<file path="config.mk">
export PLATFORM = sky130hd
export DESIGN_NAME = sound_ram_fifo_transfer_unit_flat
export DESIGN_NICKNAME = d
export VERILOG_FILES = /design/src/rtl/srft_pkg.sv /design/src/rtl/srft_if.sv /design/src/rtl/srft_front.sv /design/src/rtl/srft_back.sv /design/src/rtl/sound_ram_fifo_transfer_unit.sv /design/src/flat_wrapper.sv
export SDC_FILE = /design/constraint.sdc
export NUM_CORES = 1
export LEC_CHECK = 0
export CORE_MARGIN = 1
export CORE_UTILIZATION = 25
export DETAILED_ROUTE_END_ITERATION = 10
export DONT_BUFFER_PORTS = 1
export GPL_TIMING_DRIVEN = 1
export PLACE_DENSITY = 0.42
export SLEW_MARGIN = 20
export SYNTH_ARGS = -nofsm -noshare
export SYNTH_HDL_FRONTEND = slang
export SYNTH_SLANG_ARGS = --single-unit
</file>
<file path="constraint.sdc">
create_clock -name clk -period 8.6 [get_ports clk]
set_input_delay 0.43 -clock clk [delete_from_list [all_inputs] [get_ports clk]]
set_output_delay 0.43 -clock clk [all_outputs]
set_load 0.02 [all_outputs]
</file>
<file path="src/rtl/srft_pkg.sv">
// Shared types and constants of the sound RAM write FIFO transfer unit.
package srft_pkg;

	// Command codes on the input channel; code 3 is ignored.
	typedef enum logic [1:0] {
		CMD_PUSH     = 2'd0,
		CMD_SET_ADDR = 2'd1,
		CMD_FLUSH    = 2'd2
	} srft_cmd_e;

	// Transfer types with a group pattern; every other code repeats the newest word.
	localparam logic [2:0] XFER_SINGLE = 3'd2;
	localparam logic [2:0] XFER_PAIR   = 3'd3;
	localparam logic [2:0] XFER_QUAD   = 3'd4;
	localparam logic [2:0] XFER_OCTET  = 3'd5;

	// Configuration register index.
	localparam logic REG_TRANSFER_TYPE = 1'b0;

	localparam int unsigned WORD_W = 16;
	localparam int unsigned XFER_W = 3;

	// Command queue between the front and the back.
	localparam int unsigned CQ_DEPTH = 2;
	localparam int unsigned CQ_PTR_W = $clog2(CQ_DEPTH);
	localparam int unsigned CQ_CNT_W = $clog2(CQ_DEPTH + 1);

	typedef struct packed {
		srft_cmd_e         op;
		logic [WORD_W-1:0] word;
	} srft_cmd_t;

endpackage

</file>
<file path="src/rtl/srft_if.sv">
// Channel interfaces: command beats in, RAM write beats out.
interface srft_cmd_if #(
	parameter int unsigned ADDR_W = 19
);
	logic              valid;
	logic              ready;
	logic [1:0]        command;
	logic [15:0]       word;
	logic [ADDR_W-1:0] start_address;

	modport source (output valid, command, word, start_address, input ready);
	modport sink   (input valid, command, word, start_address, output ready);
endinterface

interface srft_wr_if #(
	parameter int unsigned ADDR_W = 19
);
	logic              valid;
	logic              ready;
	logic [ADDR_W-1:0] ram_address;
	logic [15:0]       ram_data;
	logic              last;

	modport source (output valid, ram_address, ram_data, last, input ready);
	modport sink   (input valid, ram_address, ram_data, last, output ready);
endinterface

</file>
<file path="src/rtl/srft_front.sv">
// Front end: accepts command beats, drops unused codes, queues the rest.
module srft_front #(
	parameter int unsigned ADDR_W = 19
) (
	input  logic                clk,
	input  logic                arst_n,
	srft_cmd_if.sink            cmd,
	output logic                q_valid,
	input  logic                q_ready,
	output srft_pkg::srft_cmd_t q_cmd,
	output logic [ADDR_W-1:0]   q_addr
);
	import srft_pkg::*;

	srft_cmd_t         ent_q  [CQ_DEPTH];
	logic [ADDR_W-1:0] addr_q [CQ_DEPTH];
	logic [CQ_PTR_W-1:0] wr_ptr_q, rd_ptr_q;
	logic [CQ_CNT_W-1:0] cnt_q;
	logic keep, enq, deq;

	always_comb begin
		case (cmd.command)
			CMD_PUSH, CMD_SET_ADDR, CMD_FLUSH: keep = 1'b1;
			default: keep = 1'b0;
		endcase
	end

	assign cmd.ready = (cnt_q != CQ_CNT_W'(CQ_DEPTH));
	assign enq       = cmd.valid && cmd.ready && keep;
	assign q_valid   = (cnt_q != '0);
	assign deq       = q_valid && q_ready;
	assign q_cmd     = ent_q[rd_ptr_q];
	assign q_addr    = addr_q[rd_ptr_q];

	always_ff @(posedge clk) begin
		if (enq) begin
			ent_q[wr_ptr_q]  <= '{op: srft_cmd_e'(cmd.command), word: cmd.word};
			addr_q[wr_ptr_q] <= cmd.start_address;
		end
	end

	always_ff @(posedge clk or negedge arst_n) begin
		if (!arst_n) begin
			wr_ptr_q <= '0;
			rd_ptr_q <= '0;
			cnt_q    <= '0;
		end else begin
			if (enq) wr_ptr_q <= wr_ptr_q + CQ_PTR_W'(1);
			if (deq) rd_ptr_q <= rd_ptr_q + CQ_PTR_W'(1);
			if (enq && !deq) cnt_q <= cnt_q + CQ_CNT_W'(1);
			else if (!enq && deq) cnt_q <= cnt_q - CQ_CNT_W'(1);
		end
	end

endmodule

</file>
<file path="src/rtl/srft_back.sv">
// Back end: word FIFO, write address and the flush sequencer.
module srft_back #(
	parameter int unsigned FIFO_DEPTH = 32,
	parameter int unsigned ADDR_W     = 19
) (
	input  logic                      clk,
	input  logic                      arst_n,
	input  logic                      q_valid,
	output logic                      q_ready,
	input  srft_pkg::srft_cmd_t       q_cmd,
	input  logic [ADDR_W-1:0]         q_addr,
	input  logic [srft_pkg::XFER_W-1:0] xfer_type,
	srft_wr_if.source                 wr
);
	import srft_pkg::*;

	localparam int unsigned IDX_W = $clog2(FIFO_DEPTH);
	localparam int unsigned CNT_W = $clog2(FIFO_DEPTH + 1);
	localparam int unsigned SUM_W = IDX_W + 1;
	localparam logic [SUM_W-1:0] DEPTH_S = SUM_W'(FIFO_DEPTH);
	localparam logic [CNT_W-1:0] DEPTH_C = CNT_W'(FIFO_DEPTH);

	typedef enum logic [1:0] {ST_IDLE, ST_READ, ST_EMIT} state_t;

	logic [WORD_W-1:0] mem [FIFO_DEPTH];
	logic [WORD_W-1:0] rdata_q;

	state_t            state_q;
	logic [IDX_W-1:0]  head_q, sel_q;
	logic [CNT_W-1:0]  count_q, grp_q, rep_q;
	logic              last_grp_q;
	logic [ADDR_W-1:0] waddr_q;
	logic              ovalid_q, olast_q;
	logic [ADDR_W-1:0] oaddr_q;
	logic [WORD_W-1:0] odata_q;

	logic [SUM_W-1:0] rd_sum, tail_sum, head_sum;
	logic [IDX_W-1:0] rd_idx, tail_idx, head_nxt;
	logic [CNT_W-1:0] f_grp;
	logic [IDX_W-1:0] f_sel;
	logic             f_go, take, push_ok, out_free, emit;

	// Circular indexes: every sum stays below twice the depth.
	assign rd_sum   = SUM_W'(head_q) + SUM_W'(sel_q);
	assign tail_sum = SUM_W'(head_q) + SUM_W'(count_q);
	assign head_sum = SUM_W'(head_q) + SUM_W'(grp_q);
	assign rd_idx   = (rd_sum >= DEPTH_S) ? IDX_W'(rd_sum - DEPTH_S) : IDX_W'(rd_sum);
	assign tail_idx = (tail_sum >= DEPTH_S) ? IDX_W'(tail_sum - DEPTH_S) : IDX_W'(tail_sum);
	assign head_nxt = (head_sum >= DEPTH_S) ? IDX_W'(head_sum - DEPTH_S) : IDX_W'(head_sum);

	// Group size and the offset of the kept word for a flush.
	always_comb begin
		case (xfer_type)
			XFER_SINGLE: begin
				f_grp = CNT_W'(1);
				f_sel = '0;
			end
			XFER_PAIR: begin
				f_grp = CNT_W'(2);
				f_sel = '0;
			end
			XFER_QUAD: begin
				f_grp = CNT_W'(4);
				f_sel = '0;
			end
			XFER_OCTET: begin
				f_grp = CNT_W'(8);
				f_sel = IDX_W'(7);
			end
			default: begin
				f_grp = count_q;
				f_sel = IDX_W'(count_q - CNT_W'(1));
			end
		endcase
	end

	assign f_go     = (count_q != '0) && (count_q >= f_grp);
	assign q_ready  = (state_q == ST_IDLE);
	assign take     = q_valid && q_ready;
	assign push_ok  = take && (q_cmd.op == CMD_PUSH) && (count_q != DEPTH_C);
	assign out_free = !ovalid_q || wr.ready;
	assign emit     = (state_q == ST_EMIT) && out_free;

	always_ff @(posedge clk) begin
		if (push_ok) mem[tail_idx] <= q_cmd.word;
		rdata_q <= mem[rd_idx];
	end

	always_ff @(posedge clk) begin
		if (emit) begin
			oaddr_q <= waddr_q;
			odata_q <= rdata_q;
			olast_q <= last_grp_q && (rep_q == CNT_W'(1));
		end
	end

	always_ff @(posedge clk or negedge arst_n) begin
		if (!arst_n) begin
			state_q    <= ST_IDLE;
			head_q     <= '0;
			sel_q      <= '0;
			count_q    <= '0;
			grp_q      <= '0;
			rep_q      <= '0;
			last_grp_q <= 1'b0;
			waddr_q    <= '0;
			ovalid_q   <= 1'b0;
		end else begin
			if (emit) ovalid_q <= 1'b1;
			else if (wr.ready) ovalid_q <= 1'b0;

			case (state_q)
				ST_IDLE: begin
					if (take) begin
						case (q_cmd.op)
							CMD_PUSH: begin
								if (push_ok) count_q <= count_q + CNT_W'(1);
							end
							CMD_SET_ADDR: waddr_q <= q_addr;
							CMD_FLUSH: begin
								if (f_go) begin
									grp_q   <= f_grp;
									sel_q   <= f_sel;
									state_q <= ST_READ;
								end
							end
							default: ;
						endcase
					end
				end
				ST_READ: begin
					rep_q      <= grp_q;
					last_grp_q <= (count_q - grp_q) < grp_q;
					state_q    <= ST_EMIT;
				end
				ST_EMIT: begin
					if (emit) begin
						waddr_q <= waddr_q + ADDR_W'(2);
						rep_q   <= rep_q - CNT_W'(1);
						if (rep_q == CNT_W'(1)) begin
							head_q  <= head_nxt;
							count_q <= count_q - grp_q;
							state_q <= last_grp_q ? ST_IDLE : ST_READ;
						end
					end
				end
				default: state_q <= ST_IDLE;
			endcase
		end
	end

	assign wr.valid       = ovalid_q;
	assign wr.ram_address = oaddr_q;
	assign wr.ram_data    = odata_q;
	assign wr.last        = olast_q;

	a_count_bound: assert property (@(posedge clk) disable iff (!arst_n)
		count_q <= DEPTH_C)
		else $error("queue count above depth");

	a_group_fits: assert property (@(posedge clk) disable iff (!arst_n)
		(state_q == ST_EMIT) |-> (grp_q != '0) && (count_q >= grp_q) && (rep_q != '0))
		else $error("group larger than queued words");

	a_last_ends_flush: assert property (@(posedge clk) disable iff (!arst_n)
		(emit && last_grp_q && (rep_q == CNT_W'(1))) |=> (state_q == ST_IDLE) && olast_q)
		else $error("final write did not end the flush");

endmodule

</file>
<file path="src/rtl/sound_ram_fifo_transfer_unit.sv">
// Top level of the sound RAM write FIFO transfer unit.
//
// Channels: cmd takes one command beat (push word, set write address, flush);
// wr gives one sound RAM halfword write beat per write, last marking the
// final write of a flush. Both use valid/ready. The APB port holds
// transfer_type at byte address 0; write it only while the unit is idle.
//
// Sequencing: push and set-address beats pass through a two-entry command
// queue, which the back drains only while idle. A flush writes one group
// at a time: a read state fetches the kept word from the FIFO memory, then
// an emit state writes that word once for each word of the group, waiting
// whenever the receiver stalls. The first write of a flush goes from the
// read state through the emit state into the output register.
//
// Reset clears the queue, the word count, the write address, the transfer
// type and the output valid flag; the word memory is not cleared. When the
// receiver stalls, the write beat holds in the output register, the flush
// sequencer waits, and the command queue fills and then drops cmd.ready.
module sound_ram_fifo_transfer_unit #(
	parameter int unsigned FIFO_DEPTH = 32,
	parameter int unsigned ADDR_BITS  = 19
) (
	input  logic        clk,
	input  logic        arst_n,
	srft_cmd_if.sink    cmd,
	srft_wr_if.source   wr,
	input  logic        psel,
	input  logic        penable,
	input  logic        pwrite,
	input  logic [2:0]  paddr,
	input  logic [31:0] pwdata,
	output logic [31:0] prdata,
	output logic        pready
);
	import srft_pkg::*;

	logic              q_valid, q_ready;
	srft_cmd_t         q_cmd;
	logic [ADDR_BITS-1:0] q_addr;
	logic [XFER_W-1:0] xfer_type_q;
	logic              reg_hit;

	// APB: register index is the word address; writes beyond the list drop.
	assign pready  = 1'b1;
	assign reg_hit = (paddr[2] == REG_TRANSFER_TYPE);
	assign prdata  = reg_hit ? 32'(xfer_type_q) : '0;

	always_ff @(posedge clk or negedge arst_n) begin
		if (!arst_n) begin
			xfer_type_q <= '0;
		end else if (psel && penable && pwrite && pready && reg_hit) begin
			xfer_type_q <= pwdata[XFER_W-1:0];
		end
	end

	// Front: accept and classify command beats, queue them for the back.
	srft_front #(
		.ADDR_W (ADDR_BITS)
	) u_front (
		.clk     (clk),
		.arst_n  (arst_n),
		.cmd     (cmd),
		.q_valid (q_valid),
		.q_ready (q_ready),
		.q_cmd   (q_cmd),
		.q_addr  (q_addr)
	);

	// Back: hold the word FIFO and sequence flushes into RAM writes.
	srft_back #(
		.FIFO_DEPTH (FIFO_DEPTH),
		.ADDR_W     (ADDR_BITS)
	) u_back (
		.clk       (clk),
		.arst_n    (arst_n),
		.q_valid   (q_valid),
		.q_ready   (q_ready),
		.q_cmd     (q_cmd),
		.q_addr    (q_addr),
		.xfer_type (xfer_type_q),
		.wr        (wr)
	);

endmodule
</file>
<file path="src/flat_wrapper.sv">
// flat-port wrapper written by rule: the top's interface ports become plain ports
module sound_ram_fifo_transfer_unit_flat import srft_pkg::*;
#(
	parameter int unsigned FIFO_DEPTH = 32,
	parameter int unsigned ADDR_BITS  = 19
)
  (clk, arst_n, psel, penable, pwrite, paddr, pwdata, prdata, pready, cmd_valid, cmd_command, cmd_word, cmd_start_address, cmd_ready, wr_valid, wr_ram_address, wr_ram_data, wr_last, wr_ready);
  srft_cmd_if cmd_i ();
  srft_wr_if wr_i ();
  input  logic clk;
  input  logic arst_n;
  input  logic psel;
  input  logic penable;
  input  logic pwrite;
  input  logic [2:0] paddr;
  input  logic [31:0] pwdata;
  output logic [31:0] prdata;
  output logic pready;
  input wire logic [$bits(cmd_i.valid)-1:0] cmd_valid;
  input wire logic [$bits(cmd_i.command)-1:0] cmd_command;
  input wire logic [$bits(cmd_i.word)-1:0] cmd_word;
  input wire logic [$bits(cmd_i.start_address)-1:0] cmd_start_address;
  output wire logic [$bits(cmd_i.ready)-1:0] cmd_ready;
  output wire logic [$bits(wr_i.valid)-1:0] wr_valid;
  output wire logic [$bits(wr_i.ram_address)-1:0] wr_ram_address;
  output wire logic [$bits(wr_i.ram_data)-1:0] wr_ram_data;
  output wire logic [$bits(wr_i.last)-1:0] wr_last;
  input wire logic [$bits(wr_i.ready)-1:0] wr_ready;
  assign cmd_i.valid = cmd_valid;
  assign cmd_i.command = cmd_command;
  assign cmd_i.word = cmd_word;
  assign cmd_i.start_address = cmd_start_address;
  assign cmd_ready = cmd_i.ready;
  assign wr_valid = wr_i.valid;
  assign wr_ram_address = wr_i.ram_address;
  assign wr_ram_data = wr_i.ram_data;
  assign wr_last = wr_i.last;
  assign wr_i.ready = wr_ready;
  sound_ram_fifo_transfer_unit #(.FIFO_DEPTH(FIFO_DEPTH), .ADDR_BITS(ADDR_BITS)) u_core (.clk(clk), .arst_n(arst_n), .cmd(cmd_i), .wr(wr_i), .psel(psel), .penable(penable), .pwrite(pwrite), .paddr(paddr), .pwdata(pwdata), .prdata(prdata), .pready(pready));
endmodule
</file>
# == Word level (Yosys, flattened, before mapping) ==
# Memory sizes are Yosys's and may differ from the RTL's. A register that Yosys moved wholly into a read port is not among the register bits.
# Cells that the tools add are included.
# totals
reg_bits,94
ram_bits,586
input_bits,79
output_inout_bits,71
elab_cells,129
memories,3
# classes
add_sub_neg,15
n_lt_le_gt_ge,5
eq_ne,21
mux,34
n_bitwise,1
n_reduce_logical,34
# memory_table
name,depth,width,read_ports,rd_clocked_by_memory_dff,write_ports,line,source
u_core.u_back.mem,32,16,1,1,1,srft_back.sv:25,logic [WORD_W-1:0] mem [FIFO_DEPTH];
u_core.u_front.addr_q,2,19,1,0,1,srft_front.sv:16,logic [ADDR_W-1:0] addr_q [CQ_DEPTH];
u_core.u_front.ent_q,2,18,1,0,1,srft_front.sv:15,srft_cmd_t ent_q [CQ_DEPTH];
# op_table
operator,n
2-to-1 mux 19 bit,3
one-hot mux 19 bit (2 select lines),1
2-to-1 mux 6 bit,6
one-hot mux 6 bit (2 select lines),2
one-hot mux 6 bit (4 select lines),1
"subtractor 5 x 1 -> 5 bit, second input constant",4
"adder 19 x 2 -> 19 bit, second input constant",1
">= comparator 6 bit, second input constant",3
2-to-1 mux 5 bit,3
2-to-1 mux 2 bit,7
"!= test 2 x 1 -> 1 bit, second input constant",7
logical AND 1 bit,13
adder 5 x 6 -> 6 bit,2
one-hot mux 5 bit (2 select lines),1
nonzero test 2 bit,5
2-to-1 mux 1 bit,8
AND reduction 4 bit,2
adder 5 x 5 -> 6 bit,1
"adder 6 x 1 -> 6 bit, second input constant",1
"== test 2 x 1 -> 1 bit, second input constant",3
"== test 2 bit, second input constant",3
"== test 3 x 2 -> 1 bit, second input constant",2
"== test 3 bit, second input constant",2
"== test 6 x 1 -> 1 bit, second input constant",1
21 further kinds,28

# == Logic depth before layout (Yosys ltp) ==
# depth
ltp_word,8
depth_mapped,11
mapped_depth_nobuf,11

# == Cells and area by module ==
# Synthesis repeated with hierarchy kept, for this count alone.
# hier_totals
hier_cells,1491
area_unflattened_um2,28283.4
# by_module_without_submodules
module,n_inst,cells_each,area_each_um2,seq_area_each_um2
srft_back,1,1314,24927.7,18052.3
srft_front,1,135,2952.8,2322.2
sound_ram_fifo_transfer_unit,1,42,402.9,75.1

# == Worst setup path before layout ==
# No wires, ideal clock.
# synth_timing
path_kind,register -> register
startpoint,register u_core.u_back.state_q[0]
endpoint,register u_core.u_back.head_q[4]
setup_time_ns,0.079
arrival_time_ns,3.248
required_ns,8.521
slack_ns,5.273
stages_incl_launch_ff,8
path_buffers,2
path_cell_list,dfrtp_1 buf_2 nand2b_1 clkbuf_1 nor2_1 nand2_1 nor2_1 xor2_1
# synth_via
elab_chain_cells,3
# synth_rtl
element,line,source
start: declaration,srft_back.sv:28,state_t state_q;
start signal: assignment,srft_back.sv:143,state_q <= last_grp_q ? ST_IDLE : ST_READ;
== test 2 bit,srft_back.sv:82,assign emit = (state_q == ST_EMIT) && out_free;
logical AND 1 bit,srft_back.sv:82,
via u_core.u_back.emit,srft_back.sv:41,"logic f_go, take, push_ok, out_free, emit;"
AND reduction 3 bit (no line),n/a,
end signal: assignment,srft_back.sv:141,head_q <= head_nxt;
end: declaration,srft_back.sv:29,"logic [IDX_W-1:0] head_q, sel_q;"
# The timed path passes the listed nets, and every way through them passes these cells.
# A chain may end at the register's enable or synchronous reset.

# == Final worst setup path ==
# layout_timing
startpoint,register u_core.u_back.head_q[1]
endpoint,"register u_core.u_back.rdata_q[14], read port of u_core.u_back.mem"
# layout_via
elab_chain_cells,3
# layout_rtl
element,line,source
adder 5 x 5 -> 6 bit (*),srft_back.sv:44,assign rd_sum = SUM_W'(head_q) + SUM_W'(sel_q);
subtractor 5 x 1 -> 5 bit / >= comparator 6 bit (equally long branches),srft_back.sv:47,assign rd_idx = (rd_sum >= DEPTH_S) ? IDX_W'(rd_sum - DEPTH_S) : IDX_W'(rd_sum);
2-to-1 mux 5 bit (*),srft_back.sv:47,
end: declaration,srft_back.sv:26,logic [WORD_W-1:0] rdata_q;
# Mark *: on every way between the ends. The rest lies on a longest branch, timed or not.

==> flow_metrics.py <==
metrics = {
    "grt": {
        "use_met3_pct": 2.09,
        "grt_use_met1_pct": 15.9,
        "grt_pass1_vias": 14500,
        "grt_busiest_layer": "met2",
        "grt_antenna_before_repair": 0,
        "grt_max_degree": 129,
        "grt_pass1_wl_um": 98600,
        "grt_util_all_layers_pct": 11.8,
        "gr-usage-met2_pct": 19.4,
        "grt_overflow": 0,
    },
    "sta": {
        "worst_pin_slew_ps": 983,
        "relSlewSlack_pct": 34.5,
        "finalCritPeriodShare_pct": 43.5,
        "rsz0062_at_grt": "no",
        "drv_slew": 0,
        "fin_setup_tns_ps": 0,
        "setup_slack_ps": 4860,
        "setup_viol": 0,
        "hold_slack_ps": 82.6,
        "hold_viol_final": 0,
        "fin_skew_ps": 24.4,
        "fin_crit_ps": 3740,
        "max_clock_freq_mhz": 267,
    },
    "worst_setup_path": {
        "crit_type": "flop to flop",
        "worstSetupStartpointType": "flop",
        "reg2regPathDepth": 9,
        "critPathMaxFanout": 36,
        "end_kind": "flop",
        "r2r-end": "u_core.u_back.rdata_q[14]",
        "ff2ff_setup_slack_ps": 4860,
        "reg2reg_from": "u_core.u_back.head_q[1]",
        "worstPathRequired_ps": 9070,
        "worstPathArrival_ps": 4210,
    },
    "route": {
        "dr.first_iter.drc_count": 865,
        "ant_nets": 0,
        "drt-vias-per-instance": 4.37,
        "wl_per_cell_um": 21.1,
        "wl_um": 66400,
        "drtPass1Iterations": 7,
        "drc": 0,
        "num_vias": 13700,
    },
    "logic_synthesis": {
        "syn-cell-area_sq_um": 28100,
        "ys_warn_count": 0,
        "synth_edf_count": 622,
        "synth-main-ff-cell": "edfxtp_1",
        "synth.distinct_cells": 61,
        "yosysSeqAreaShare_pct": 72.8,
        "synthCells": 1494,
        "async_reset_ff_share_pct": 8.33,
        "synth_seq_cells": 696,
        "syn_area_per_cell_sq_um": 18.8,
    },
    "hold_path": {
        "hold_depth": 2,
        "hold_start": "cmd_valid",
        "hp-class": "input pin to flop",
        "whs_endpoint": "u_core.u_front.wr_ptr_q",
    },
    "power": {
        "peakVddDrop_uv": 481,
        "p_leak_nw": 10.6,
        "p_per_area_nw_per_um2": 379,
    },
    "die": {
        "core_area_sq_um": 111000,
        "io_pins": 150,
        "die_w_um": 337,
        "die_height_um": 337,
        "dieArea_sq_um": 114000,
        "initial_core_util_pct": 25.3,
        "rows": 122,
    },
    "clocking": {
        "cts.sinks": 696,
        "numCtsBuffers": 78,
        "clock_path_buffers": 3,
        "ctsResizeCount": 0,
        "h-tree-depth": 3,
        "clockRootBuffer": "clkbuf_16",
        "clk_pin_slew_ps": 60,
        "cts_tree": "done",
        "clk_latency_ps": 630,
    },
    "layout": {
        "finalNetCount": 1703,
        "synthToLayoutAreaGrowth_pct": 16.5,
        "layout-drive-gt1-share_pct": 22.3,
        "nFillCells": 10900,
    },
    "placement": {
        "portBuffers": 0,
        "dp_slack_ps": 4790,
        "gp_congestion": 0.737,
        "dpl.hpwl_um": 38100,
    },
    "job": {
        "maxCapViolCount": 0,
    },
    "run_status": {
        "status": "completed",
    },
}
## registers in the layout, summed over array words and instances (netlist names), 5 cells and up
name and flops:
u_core.u_back.waddr_q 19, u_core.u_back.rdata_q 16, u_core.u_back.rep_q 6, u_core.u_front.ent_q 36
u_core.u_back.head_q 5, u_core.u_back.sel_q 5, u_core.u_back.mem 512, u_core.u_front.addr_q 38
u_core.u_back.wr.ram_address 19, u_core.u_back.count_q 6, u_core.u_back.wr.ram_data 16, u_core.u_back.grp_q 6
## synth_stat cells, types with 5 or more instances
library cell	n	share of area (%)
dfrtp_1	58	5.2
nand2_1	61	0.81
xnor2_1	17	0.53
a21o_1	13	0.35
a221oi_1	17	0.53
nor2_1	61	0.81
clkbuf_1	23	0.31
mux2_2	64	2.6
mux4_2	128	10
a21oi_1	44	0.78
buf_4	46	1.2
nand2b_1	12	0.27
edfxtp_1	622	66
mux2i_1	53	1.9
o41ai_1	5	0.16
nand3_1	17	0.30
nor3_1	6	0.11
buf_2	20	0.36
dfxtp_1	16	1.1
ha_1	33	1.5
o22ai_1	24	0.53
xor2_1	16	0.50
and3_1	5	0.11
o21ai_0	40	0.71
nor2b_1	5	0.11
inv_1	24	0.32
## what timing repair did
item | 4_1_cts | 5_1_grt
hold buffers | 42 | 0
setup buffers | 0 | 0
endpoints found under the hold margin | 135 | 0
## worst max-delay path by stage
stage	from	end	slack [ps]
CTS	u_core.u_back.head_q[1]	u_core.u_back.rdata_q[6]	4750
floorplan	u_core.u_back.state_q[0]	u_core.u_back.head_q[4]	5270
global route	u_core.u_back.head_q[0]	u_core.u_back.rdata_q[0]	4610
detailed placement	u_core.u_back.head_q[1]	u_core.u_back.rdata_q[6]	4790
finish	u_core.u_back.head_q[1]	u_core.u_back.rdata_q[14]	4860
global placement	u_core.u_back.head_q[1]	u_core.u_back.rdata_q[6]	4810
## where the power goes
group / internal, W / total [W] / switching, W
registers: 0.00443 / 0.00482 / 0.000395
logic: 0.00184 / 0.00440 / 0.00256
clock network: 0.00184 / 0.00317 / 0.00133
total: 0.00811 / 0.0124 / 0.00428
## final cells by class
| type | count | area [sq um] | share of cell area [%] |
|---|---|---|---|
| diodes | 1 | 2.50 | 0.00765 |
| clock buffers | 104 | 2130 | 6.52 |
| clock inverters | 42 | 289 | 0.883 |
| inverters | 24 | 90.1 | 0.275 |
| multi-input cells | 706 | 7150 | 21.8 |
| flip-flops and latches | 696 | 20500 | 62.5 |
| well taps | 1488 | 1860 | 5.69 |
| repair buffers | 81 | 756 | 2.31 |
## per-stage QoR
step                power, W  util (%)  std cells  cell area, sq um
finish                0.0124      29.5       3142             32700
global route          0.0131      29.5       3141             32700
CTS                   0.0126      29.5       3141             32700
detailed placement   0.00938      26.9       2953             29900
global placement     0.00932      26.9       2953             29900
floorplan            0.00801         -       1522             28200
## cells by family (layout without fill, tap and decap cells)
logic type                 after synthesis  in the layout  share of synthesized area (%)
other                                    2             31                         0.0267
adders and majority gates               37             37                           1.75
buffers and inverters                  120            251                           2.41
and+or+nand+nor                        189            189                           3.12
DFF                                    696            696                           72.8
xor gates and xnor gates                34             34                           1.13
muxes                                  249            249                           14.9
AOI/OAI and AO/OA                      167            167                           3.85
## placed cells by master, fill, tap and decap left out, types with 16 or more instances in the layout
cell	Yosys	layout
edfxtp_1	622	622
mux4_2	128	128
clkbuf_16	0	81
mux2_2	64	64
nand2_1	61	61
dfrtp_1	58	57
nor2_1	61	54
mux2i_1	53	53
a21oi_1	44	44
dlygate4sd3_1	0	41
o21ai_0	40	40
buf_4	46	37
ha_1	33	32
conb_1	2	30
inv_1	24	24
o22ai_1	24	24
clkbuf_1	23	21
nand3_1	17	17
xnor2_1	17	17
a221oi_1	17	17
xor2_1	16	16
clkinv_2	0	16
clkinv_1	0	16
dfxtp_1	16	16
## layer usage
layer / share of wire, % / wire length (um)
met4: 2.3 / 1500
met2: 49 / 32400
met3: 4.1 / 2700
met1: 45 / 29800
met5: 0 / 0
## worst max-delay path: stages, from the launching register on
cell and delay (ps):
dfrtp_1 500, ha_1 340, a21o_1 170, a21oi_2 250, xnor2_4 140, buf_4 510, buf_4 690, mux2_2 450
o22ai_1 380, a221oi_1 120
Note: power is estimated with default switching activity, not from simulation.
